--- src/hdl/bra_pkg.sv ---
// Shared types and constants of the bitmap run allocator.
`timescale 1ns / 1ps

package bra_pkg;

    localparam int WORD_W = 8;
    localparam logic [WORD_W-1:0] WORD_ONES = 8'hFF;
    localparam int LEN_W  = 11;
    localparam int IDX_W  = 10;
    localparam int KIND_W = 2;

    localparam logic [KIND_W-1:0] KIND_FILL  = 2'd0;
    localparam logic [KIND_W-1:0] KIND_SET   = 2'd1;
    localparam logic [KIND_W-1:0] KIND_TEST  = 2'd2;
    localparam logic [KIND_W-1:0] KIND_ALLOC = 2'd3;

    // controller -> datapath
    typedef struct packed {
        logic load;       // latch command fields and managed limit
        logic fill_wr;    // write a whole word, step the word address
        logic clear;      // fill with zeros (clearing pass)
        logic bounds;     // compute end of the write range
        logic rng_init;   // word address to first word of the range
        logic rng_rd;     // read word for merge
        logic rng_wr;     // write merged word, step the word address
        logic test_rd;    // read word holding the tested bit
        logic test_cap;   // capture the tested bit
        logic scan_step;  // one word of the run search
    } t_dp_ctl;

    // datapath -> controller
    typedef struct packed {
        logic fill_last;
        logic rng_empty;
        logic rng_last;
        logic scan_hit;
        logic scan_miss;
    } t_dp_sts;

endpackage

--- src/hdl/bitmap_run_allocator_core.sv ---
// Bitmap run allocator: fill, range set, bit test, first-fit run search and inversion.
// Usage: a command (kind, start_index, run_length, value) transfers at a rising
// edge with start high and busy low; busy stays high until its result is out.
// Every command gives one result, on o_bit_value / o_alloc_ok / o_alloc_start
// for exactly one cycle with o_strobe high; the receiver cannot stall it.
// bits_in_use transfers on the cfg channel (i_cfg_valid / o_cfg_ready, always
// ready); the user must write it only between commands; the block does not enforce it.
// The store is a byte-wide single-port memory of W = ceil(NBITS/8) words.
// Steps from the accepting edge to the strobe cycle:
//   fill all:     one word written per cycle
//   set range:    read-modify-write per touched word
//   test bit:     read of the word holding the bit, then capture of the bit
//   allocate:     the scan reads one word per cycle; a found run is then
//                 inverted by read-modify-write per word of the run.
// busy falls in the cycle after the strobe, then the next command is taken.
// Reset: synchronous, active low; afterwards a clearing pass writes zeros to
// all W words (busy high) before the first command is accepted.
`timescale 1ns / 1ps

module bitmap_run_allocator_core
    import bra_pkg::*;
#(
    parameter int NBITS = 1024
)
(
    input  logic              i_clk,
    input  logic              i_rst_n,
    input  logic              start,
    output logic              busy,
    input  logic [KIND_W-1:0] i_kind,
    input  logic [IDX_W-1:0]  i_start_index,
    input  logic [LEN_W-1:0]  i_run_length,
    input  logic              i_value,
    output logic              o_strobe,
    output logic              o_bit_value,
    output logic              o_alloc_ok,
    output logic [IDX_W-1:0]  o_alloc_start,
    input  logic              i_cfg_valid,
    output logic              o_cfg_ready,
    input  logic [LEN_W-1:0]  i_cfg_data
);

    logic [LEN_W-1:0] r_bits_in_use;
    t_dp_ctl          ctl;
    t_dp_sts          sts;

    assign o_cfg_ready = 1'b1;

    always_ff @(posedge i_clk) begin
        if (!i_rst_n) begin
            r_bits_in_use <= 11'd1024;
        end else if (i_cfg_valid && o_cfg_ready) begin
            r_bits_in_use <= i_cfg_data;
        end
    end

    bra_ctrl u_ctrl (
        .i_clk    (i_clk),
        .i_rst_n  (i_rst_n),
        .i_start  (start),
        .i_kind   (i_kind),
        .i_sts    (sts),
        .o_ctl    (ctl),
        .o_busy   (busy),
        .o_strobe (o_strobe)
    );

    bra_dp #(
        .NBITS (NBITS)
    ) u_dp (
        .i_clk          (i_clk),
        .i_rst_n        (i_rst_n),
        .i_ctl          (ctl),
        .o_sts          (sts),
        .i_bits_in_use  (r_bits_in_use),
        .i_start_index  (i_start_index),
        .i_run_length   (i_run_length),
        .i_value        (i_value),
        .o_bit_value    (o_bit_value),
        .o_alloc_ok     (o_alloc_ok),
        .o_alloc_start  (o_alloc_start)
    );

    a_strobe_busy: assert property (@(posedge i_clk) disable iff (!i_rst_n)
        o_strobe |-> busy)
        else $error("result strobe outside a command");

    a_accept_busy: assert property (@(posedge i_clk) disable iff (!i_rst_n)
        (start && !busy) |=> busy)
        else $error("accepted command did not raise busy");

    a_single_result: assert property (@(posedge i_clk) disable iff (!i_rst_n)
        o_strobe |=> !o_strobe)
        else $error("result strobe longer than one cycle");

    a_fail_start: assert property (@(posedge i_clk) disable iff (!i_rst_n)
        (o_strobe && !o_alloc_ok) |-> (o_alloc_start == '0))
        else $error("nonzero start without a found run");

endmodule

--- src/hdl/bra_ctrl.sv ---
// Command sequencer of the bitmap run allocator.
`timescale 1ns / 1ps

module bra_ctrl
    import bra_pkg::*;
(
    input  logic              i_clk,
    input  logic              i_rst_n,
    input  logic              i_start,
    input  logic [KIND_W-1:0] i_kind,
    input  t_dp_sts           i_sts,
    output t_dp_ctl           o_ctl,
    output logic              o_busy,
    output logic              o_strobe
);

    localparam logic [3:0] S_INIT    = 4'd0;
    localparam logic [3:0] S_IDLE    = 4'd1;
    localparam logic [3:0] S_FILL    = 4'd2;
    localparam logic [3:0] S_BOUNDS  = 4'd3;
    localparam logic [3:0] S_RNG_CHK = 4'd4;
    localparam logic [3:0] S_RNG_RD  = 4'd5;
    localparam logic [3:0] S_RNG_WR  = 4'd6;
    localparam logic [3:0] S_TST_RD  = 4'd7;
    localparam logic [3:0] S_TST_CAP = 4'd8;
    localparam logic [3:0] S_SCAN    = 4'd9;
    localparam logic [3:0] S_RESP    = 4'd10;

    logic [3:0] r_state;
    logic [3:0] n_state;

    always_comb begin
        n_state = r_state;
        o_ctl   = '0;
        case (r_state)
            S_INIT: begin
                o_ctl.fill_wr = 1'b1;
                o_ctl.clear   = 1'b1;
                if (i_sts.fill_last) begin
                    n_state = S_IDLE;
                end
            end
            S_IDLE: begin
                if (i_start) begin
                    o_ctl.load = 1'b1;
                    case (i_kind)
                        KIND_FILL: n_state = S_FILL;
                        KIND_SET:  n_state = S_BOUNDS;
                        KIND_TEST: n_state = S_TST_RD;
                        default:   n_state = S_SCAN;
                    endcase
                end
            end
            S_FILL: begin
                o_ctl.fill_wr = 1'b1;
                if (i_sts.fill_last) begin
                    n_state = S_RESP;
                end
            end
            S_BOUNDS: begin
                o_ctl.bounds = 1'b1;
                n_state      = S_RNG_CHK;
            end
            S_RNG_CHK: begin
                o_ctl.rng_init = 1'b1;
                n_state        = i_sts.rng_empty ? S_RESP : S_RNG_RD;
            end
            S_RNG_RD: begin
                o_ctl.rng_rd = 1'b1;
                n_state      = S_RNG_WR;
            end
            S_RNG_WR: begin
                o_ctl.rng_wr = 1'b1;
                n_state      = i_sts.rng_last ? S_RESP : S_RNG_RD;
            end
            S_TST_RD: begin
                o_ctl.test_rd = 1'b1;
                n_state       = S_TST_CAP;
            end
            S_TST_CAP: begin
                o_ctl.test_cap = 1'b1;
                n_state        = S_RESP;
            end
            S_SCAN: begin
                o_ctl.scan_step = 1'b1;
                // a found run is inverted through the range write path
                if (i_sts.scan_hit) begin
                    n_state = S_BOUNDS;
                end else if (i_sts.scan_miss) begin
                    n_state = S_RESP;
                end
            end
            S_RESP: begin
                n_state = S_IDLE;
            end
            default: begin
                n_state = S_IDLE;
            end
        endcase
    end

    always_ff @(posedge i_clk) begin
        if (!i_rst_n) begin
            r_state <= S_INIT;
        end else begin
            r_state <= n_state;
        end
    end

    assign o_busy   = (r_state != S_IDLE);
    assign o_strobe = (r_state == S_RESP);

endmodule

--- src/hdl/bra_dp.sv ---
// Datapath of the bitmap run allocator: word store, range merge and run search.
`timescale 1ns / 1ps

module bra_dp
    import bra_pkg::*;
#(
    parameter int NBITS = 1024
)
(
    input  logic             i_clk,
    input  logic             i_rst_n,
    input  t_dp_ctl          i_ctl,
    output t_dp_sts          o_sts,
    input  logic [LEN_W-1:0] i_bits_in_use,
    input  logic [IDX_W-1:0] i_start_index,
    input  logic [LEN_W-1:0] i_run_length,
    input  logic             i_value,
    output logic             o_bit_value,
    output logic             o_alloc_ok,
    output logic [IDX_W-1:0] o_alloc_start
);

    localparam int NWORDS = (NBITS + WORD_W - 1) / WORD_W;
    localparam int WAW    = (NWORDS > 1) ? $clog2(NWORDS) : 1;
    localparam int AAW    = WAW + 1;
    localparam int CW     = $clog2(NBITS + 1);
    localparam int EW     = ((CW > 12) ? CW : 12) + 1;

    logic [WORD_W-1:0] r_mem [NWORDS];
    logic [WORD_W-1:0] r_rdata;

    logic [EW-1:0]    r_lo,      n_lo;
    logic [EW-1:0]    r_end,     n_end;
    logic [EW-1:0]    r_lim,     n_lim;
    logic [LEN_W-1:0] r_len,     n_len;
    logic [LEN_W-1:0] r_run,     n_run;
    logic             r_val,     n_val;
    logic [AAW-1:0]   r_addr,    n_addr;
    logic [AAW-1:0]   r_ev_word, n_ev_word;
    logic             r_ev_vld,  n_ev_vld;
    logic             r_bit,     n_bit;
    logic             r_ok,      n_ok;

    logic [EW-1:0]     lim_in;
    logic [EW-1:0]     sum_end;
    logic [EW-1:0]     bnd;
    logic [EW-1:0]     end_m1;
    logic [EW-1:0]     lim_m1;
    logic [EW-1:0]     where;
    logic [AAW-1:0]    lo_word;
    logic [AAW-1:0]    hi_word;
    logic [AAW-1:0]    last_word;
    logic [WORD_W-1:0] mask;
    logic [WORD_W-1:0] merged;
    logic [WORD_W-1:0] m;
    logic [WORD_W-1:0] hit_v;
    logic [2:0]        bsel;
    logic [LEN_W-1:0]  run_next;
    logic              fail_now;
    logic              issue;
    logic              hit;
    logic              miss;
    logic              tst_in;
    logic              rd_en;
    logic [AAW-1:0]    rd_addr;
    logic              wr_en;
    logic [WORD_W-1:0] wr_data;

    // managed bits saturate at the store size
    assign lim_in  = (EW'(i_bits_in_use) > EW'(NBITS)) ? EW'(NBITS) : EW'(i_bits_in_use);
    assign sum_end = r_lo + EW'(r_len);
    assign bnd     = (sum_end < r_lim) ? sum_end : r_lim;
    assign end_m1  = r_end - EW'(1);
    assign lim_m1  = r_lim - EW'(1);

    assign lo_word   = AAW'(r_lo[WAW+2:3]);
    assign hi_word   = AAW'(end_m1[WAW+2:3]);
    assign last_word = AAW'(lim_m1[WAW+2:3]);

    assign tst_in   = (r_lo < EW'(NBITS));
    assign fail_now = (r_len == '0) || (r_lim == '0);
    assign issue    = !fail_now && (r_addr <= last_word);

    // range write mask for the word at r_addr
    always_comb begin
        for (int b = 0; b < WORD_W; b++) begin
            mask[b] = (EW'({r_addr, 3'(b)}) >= r_lo) && (EW'({r_addr, 3'(b)}) < r_end);
        end
    end

    assign merged = (r_rdata & ~mask) | (r_val ? mask : '0);

    // matching bits of the evaluated word, cut at the managed limit
    always_comb begin
        for (int b = 0; b < WORD_W; b++) begin
            m[b] = (r_rdata[b] == r_val) && (EW'({r_ev_word, 3'(b)}) < r_lim);
        end
    end

    // run length ending at each bit: carried run if the word is all match so far,
    // else the local run inside the word
    always_comb begin : scan_eval
        logic             full;
        logic [3:0]       lrun;
        logic [LEN_W:0]   tot;
        full     = 1'b1;
        hit_v    = '0;
        run_next = '0;
        bsel     = '0;
        for (int b = 0; b < WORD_W; b++) begin
            full = full & m[b];
            lrun = '0;
            for (int k = 0; k < WORD_W; k++) begin
                if ((k <= b) && m[3'(b - k)] && (lrun == 4'(k))) begin
                    lrun = 4'(k + 1);
                end
            end
            tot = full ? ((LEN_W + 1)'(r_run) + (LEN_W + 1)'(b + 1)) : (LEN_W + 1)'(lrun);
            hit_v[b] = (tot == (LEN_W + 1)'(r_len));
            if (b == WORD_W - 1) begin
                run_next = tot[LEN_W-1:0];
            end
        end
        for (int b = WORD_W - 1; b >= 0; b--) begin
            if (hit_v[b]) begin
                bsel = 3'(b);
            end
        end
    end

    assign where = EW'({r_ev_word, bsel}) + EW'(1) - EW'(r_len);
    assign hit   = r_ev_vld && !fail_now && (|hit_v);
    assign miss  = fail_now || (r_ev_vld && (r_ev_word == last_word) && !(|hit_v));

    assign o_sts.fill_last = (r_addr == AAW'(NWORDS - 1));
    assign o_sts.rng_empty = (r_lo >= r_end);
    assign o_sts.rng_last  = (r_addr == hi_word);
    assign o_sts.scan_hit  = i_ctl.scan_step && hit;
    assign o_sts.scan_miss = i_ctl.scan_step && miss;

    // store port select
    always_comb begin
        rd_en   = 1'b0;
        rd_addr = r_addr;
        wr_en   = 1'b0;
        wr_data = merged;
        if (i_ctl.rng_rd) begin
            rd_en = 1'b1;
        end
        if (i_ctl.scan_step) begin
            rd_en = issue;
        end
        if (i_ctl.test_rd) begin
            rd_en   = tst_in;
            rd_addr = lo_word;
        end
        if (i_ctl.rng_wr) begin
            wr_en = 1'b1;
        end
        if (i_ctl.fill_wr) begin
            wr_en   = 1'b1;
            wr_data = (i_ctl.clear || !r_val) ? '0 : WORD_ONES;
        end
    end

    always_ff @(posedge i_clk) begin
        if (wr_en && (r_addr < AAW'(NWORDS))) begin
            r_mem[r_addr[WAW-1:0]] <= wr_data;
        end
        if (rd_en && (rd_addr < AAW'(NWORDS))) begin
            r_rdata <= r_mem[rd_addr[WAW-1:0]];
        end
    end

    always_comb begin
        n_lo      = r_lo;
        n_end     = r_end;
        n_lim     = r_lim;
        n_len     = r_len;
        n_run     = r_run;
        n_val     = r_val;
        n_addr    = r_addr;
        n_ev_word = r_ev_word;
        n_ev_vld  = r_ev_vld;
        n_bit     = r_bit;
        n_ok      = r_ok;
        if (i_ctl.load) begin
            n_lo     = EW'(i_start_index);
            n_len    = i_run_length;
            n_val    = i_value;
            n_lim    = lim_in;
            n_addr   = '0;
            n_ev_vld = 1'b0;
            n_run    = '0;
            n_bit    = 1'b0;
            n_ok     = 1'b0;
        end
        if (i_ctl.fill_wr || i_ctl.rng_wr) begin
            n_addr = r_addr + AAW'(1);
        end
        if (i_ctl.bounds) begin
            n_end = bnd;
        end
        if (i_ctl.rng_init) begin
            n_addr = lo_word;
        end
        if (i_ctl.test_cap) begin
            n_bit = tst_in && r_rdata[r_lo[2:0]];
        end
        if (i_ctl.scan_step) begin
            n_ev_vld  = issue;
            n_ev_word = r_addr;
            if (issue) begin
                n_addr = r_addr + AAW'(1);
            end
            if (r_ev_vld) begin
                n_run = run_next;
            end
            if (hit) begin
                // found run becomes the range to invert
                n_lo  = where;
                n_val = ~r_val;
                n_ok  = 1'b1;
            end
        end
    end

    always_ff @(posedge i_clk) begin
        if (!i_rst_n) begin
            r_addr   <= '0;
            r_ev_vld <= 1'b0;
        end else begin
            r_addr   <= n_addr;
            r_ev_vld <= n_ev_vld;
        end
    end

    always_ff @(posedge i_clk) begin
        r_lo      <= n_lo;
        r_end     <= n_end;
        r_lim     <= n_lim;
        r_len     <= n_len;
        r_run     <= n_run;
        r_val     <= n_val;
        r_ev_word <= n_ev_word;
        r_bit     <= n_bit;
        r_ok      <= n_ok;
    end

    assign o_bit_value   = r_bit;
    assign o_alloc_ok    = r_ok;
    assign o_alloc_start = r_ok ? r_lo[IDX_W-1:0] : '0;

endmodule

--- config.mk ---
export PLATFORM = sky130hd
export DESIGN_NAME = bitmap_run_allocator_core
export DESIGN_NICKNAME = d
export VERILOG_FILES = /design/src/hdl/bra_pkg.sv /design/src/hdl/bitmap_run_allocator_core.sv /design/src/hdl/bra_ctrl.sv /design/src/hdl/bra_dp.sv
export SDC_FILE = /design/constraint.sdc
export NUM_CORES = 2
export LEC_CHECK = 0
export BUFFER_PORTS_ARGS = -buffer_cell sky130_fd_sc_hd__buf_2
export CAP_MARGIN = 20
export CORE_UTILIZATION = 40
export CTS_CLUSTER_DIAMETER = 200
export DETAILED_ROUTE_END_ITERATION = 8
export HOLD_SLACK_MARGIN = 0.15
export PLACE_DENSITY_LB_ADDON = 0.15
export SYNTH_ARGS = -nofsm -noshare
export SYNTH_HDL_FRONTEND = slang
export SYNTH_HIERARCHICAL = 1
export SYNTH_SLANG_ARGS = --single-unit
--- constraint.sdc ---
create_clock -name i_clk -period 6.05 [get_ports i_clk]
set_input_delay 1.21 -clock i_clk [delete_from_list [all_inputs] [get_ports i_clk]]
set_output_delay 1.21 -clock i_clk [all_outputs]
set_load 0.1 [all_outputs]
==> flow_summary_export.csv <==
group,metric,value,unit
setup_path,worst_ep_required_time,6.64,ns
sta,max_freq,0.175,GHz
flow_run,drv_cap,0,
setup_path,start_kind,"register",
setup_path,critPathKind,"register to register",
cells_and_area,antennaDiodeCount,0,
setup_path,worst_ep_arrival_time,6.31,ns
logic_synthesis,synthDistinctLibCells,95,
clocking,clk-insertion-delay-late,0.78,ns
logic_synthesis,yosysSeqAreaShare,64.2,%
power_and_ir_drop,p_leak,20.2,nW
setup_path,max_stage_delay,0.47,ns
sta,worst_pin_slew,1.12,ns
grt,grt_use_total,23.3,%
logic_synthesis,ys_async_sr_fraction,0,%
hold_path,hold_depth,2,
setup_path,rr_startpoint,"u_dp/r_lim[8]$_SDFFCE_PN0P_",
hold_path,holdCritStartpoint,"r_bits_in_use[8]$_SDFFE_PN0P_",
hold_path,hold_class,"register to register",
drt,wl,154000,um
floorplan,row_count,131,
sta,setup_tns,0,ns
clocking,cts_made_buffers,118,
drt,drtIter0Drc,2805,
logic_synthesis,synth_edf_count,1076,
grt,grt_pass1_wl,223000,um
floorplan,start_util,40.5,%
clocking,clk_pin_slew,0.06,ns
drt,drc,0,
floorplan,die_width,362,um
floorplan,num_io_pins,54,
cells_and_area,layout_commonest_cell,"edfxtp_1",
grt,grt_max_degree,97,
placement,port_buffers,52,
cells_and_area,stdcell_count,5440,
cells_and_area,final_cell_mix,"edfxtp_1 (1076), mux4_2 (258), nand2_1 (231)",
clocking,cts_sinks,1126,
sta,rsz0062_at_grt,"no",
drt,firstDrtPassIters,6,
placement,dp.cells,5220,
sta,setup-violations-final,0,
setup_path,reg2regPathDepth,29,
setup_path,crit_path_end_kind,"register",
logic_synthesis,synth_area,51900,um^2
cells_and_area,layout-drive-gt1-share,21.4,%
logic_synthesis,synth_seq_cells,1126,
sta,slew_headroom,25.1,%
grt,grt-ovfl-total,0,
cells_and_area,finish.net_count,3754,
sta,finalMaxSlewViolations,0,
drt,ant_nets,0,
logic_synthesis,syn_inst,3424,
sta,fin_skew,0.0843,ns
logic_synthesis,yosys_warnings,6,
power_and_ir_drop,powerDensity,287,nW/um^2
placement,gp_congestion,0.954,
logic_synthesis,ys_dominant_reg_cell,"edfxtp_1",
power_and_ir_drop,ir_drop,0.275,mV
clocking,cts_tree,"done",
clocking,htreeDepth,3,
status,status,"finished clean",
sta,post-route-period-util,94.5,%
grt,grt_pass1_vias,32700,
floorplan,die_y,362,um
setup_path,path_max_fanout,6,
placement,hpwl,102000,um
floorplan,dieArea,131000,um^2
drt,wl_per_cell,28.2,um
clocking,cts_root_buffer,"clkbuf_16",
cells_and_area,syn_to_final_growth,14.8,%
sta,hold_viol_final,0,
clocking,cts_hold_buf,0,
setup_path,startpoint,"u_dp/r_lim[8]$_SDFFCE_PN0P_",
drt,via_count,32000,
logic_synthesis,syn_avg_cell_area,15.2,um^2
floorplan,core_area,128000,um^2
clocking,clock_path_buffers,3,
setup_path,cpMaxStageDelayCell,"a211oi_1",
grt,antenna_found_initial,1,
sta,fin_crit,5.72,ns
drt,viasPerCell,5.88,
routing by layer:
layer	routed length (um)	global-route usage (%)
met2	75400	39.1
met3	8910	3.48
met4	6020	8.61
met5	0	0
met1	63300	30.7
worst max-delay path, delay by kind of cell (launching register included):
| family | cells | cell delay, ns |
|---|---|---|
| buf+inv | 5 | 0.63 |
| flops | 1 | 0.39 |
| compound gates | 11 | 1.64 |
| mux | 1 | 0.30 |
| simple gates | 8 | 1.57 |
| fa+ha+maj | 4 | 1.09 |
kinds of logic (layout without fill, tap and decap cells):
| group | Yosys count | in the layout | share of synthesized area (%) |
|---|---|---|---|
| buf+inv | 300 | 586 | 2.34 |
| xor+xnor | 120 | 120 | 2.24 |
| other cells | 2 | 3 | 0.0145 |
| fa+ha+maj | 103 | 103 | 2.53 |
| compound gates | 587 | 587 | 8.01 |
| flops | 1126 | 1126 | 64.2 |
| simple gates | 861 | 861 | 8.11 |
| mux | 325 | 325 | 12.5 |
registers in the layout, indices dropped and copies added, names as in the netlist, 4 cells and up:
signal          flops
u_dp/r_addr         8
u_dp/r_ev_word      8
r_bits_in_use      11
u_dp/r_end         13
u_dp/r_run         11
u_dp/r_mem       1024
u_ctrl/r_state      4
u_dp/r_len         11
u_dp/r_lim         11
u_dp/r_rdata        8
u_dp/r_lo          13
final timing paths:
kind	slack, ns	to
worst min-delay path	0.51	r_bits_in_use[8]$_SDFFE_PN0P_
worst max register to register	0.33	u_dp/r_lo[11]$_DFF_P_
worst min register to register	0.51	r_bits_in_use[8]$_SDFFE_PN0P_
worst max-delay path	0.33	u_dp/r_lo[11]$_DFF_P_
cell usage after synthesis (all sizes together) (7+ instances only):
cell type / instances / share of area (%)
or3: 19 / 0.24
and4: 11 / 0.19
o21bai: 11 / 0.16
buf: 76 / 0.72
xnor2: 82 / 1.4
nand4: 32 / 0.41
or2: 9 / 0.11
o22ai: 13 / 0.16
o31ai: 23 / 0.34
xnor3: 8 / 0.35
nor3: 57 / 0.55
nor2: 228 / 1.6
a32o: 9 / 0.17
and3: 22 / 0.27
nor2b: 40 / 0.48
nand2b: 24 / 0.29
edfxtp: 1076 / 62
o211ai: 10 / 0.14
o41ai: 7 / 0.12
mux2: 20 / 0.43
clkinv: 8 / 0.058
o2111ai: 7 / 0.12
o21ai: 80 / 0.79
a2111oi: 9 / 0.19
a21boi: 12 / 0.17
dfxtp: 50 / 1.9
a311oi: 38 / 0.64
inv: 78 / 0.56
o21a: 18 / 0.26
or4: 11 / 0.17
a21oi: 95 / 0.92
a21o: 32 / 0.46
mux2i: 47 / 0.91
ha: 100 / 2.4
nand2: 232 / 1.7
nand3: 57 / 0.56
nor4: 19 / 0.23
clkbuf: 138 / 1.0
a31oi: 48 / 0.58
xor2: 30 / 0.51
mux4: 258 / 11
a211oi: 110 / 1.6
and2: 77 / 0.93
through the flow:
| step | setup slack, ns | power [mW] | instance area, um^2 | util [%] | hold WS (ns) |
|---|---|---|---|---|---|
| floorplan | 0.707 | 9.58 | 51900 | - | 0.460 |
| global placement | 0.0160 | 10.1 | 55600 | 43.4 | 0.500 |
| global route | 0.00205 | 17.6 | 59600 | 46.5 | 0.549 |
| CTS | 0.0359 | 17.2 | 59500 | 46.4 | 0.522 |
| finish | 0.333 | 17.1 | 59600 | 46.5 | 0.513 |
| detailed placement | 0.0807 | 10.1 | 55600 | 43.4 | 0.503 |
final cells by class:
type | count | area, um^2
Clock buffer | 141 | 3040
Clock inverter | 78 | 797
Fill cell | 11200 | 68600
Inverter | 86 | 323
Multi-Input combinational cell | 1999 | 17700
Sequential cell | 1126 | 33300
Tap cell | 1729 | 2160
Timing Repair Buffer | 281 | 2270
what timing repair did:
| action | CTS | global route |
|---|---|---|
| endpoints found under the hold margin | 0 | 0 |
| resized for setup | 0 | 25 |
| setup buffers | 0 | 0 |
| endpoints found under the setup margin | 0 | 4 |
power by group:
| group | internal, mW | switching (mW) |
|---|---|---|
| Sequential | 8.45 | 0.0415 |
| Clock | 4.03 | 3.11 |
| Combinational | 0.571 | 0.861 |
| Total | 13.1 | 4.02 |
No activity file was read; power rests on OpenSTA's default activity.
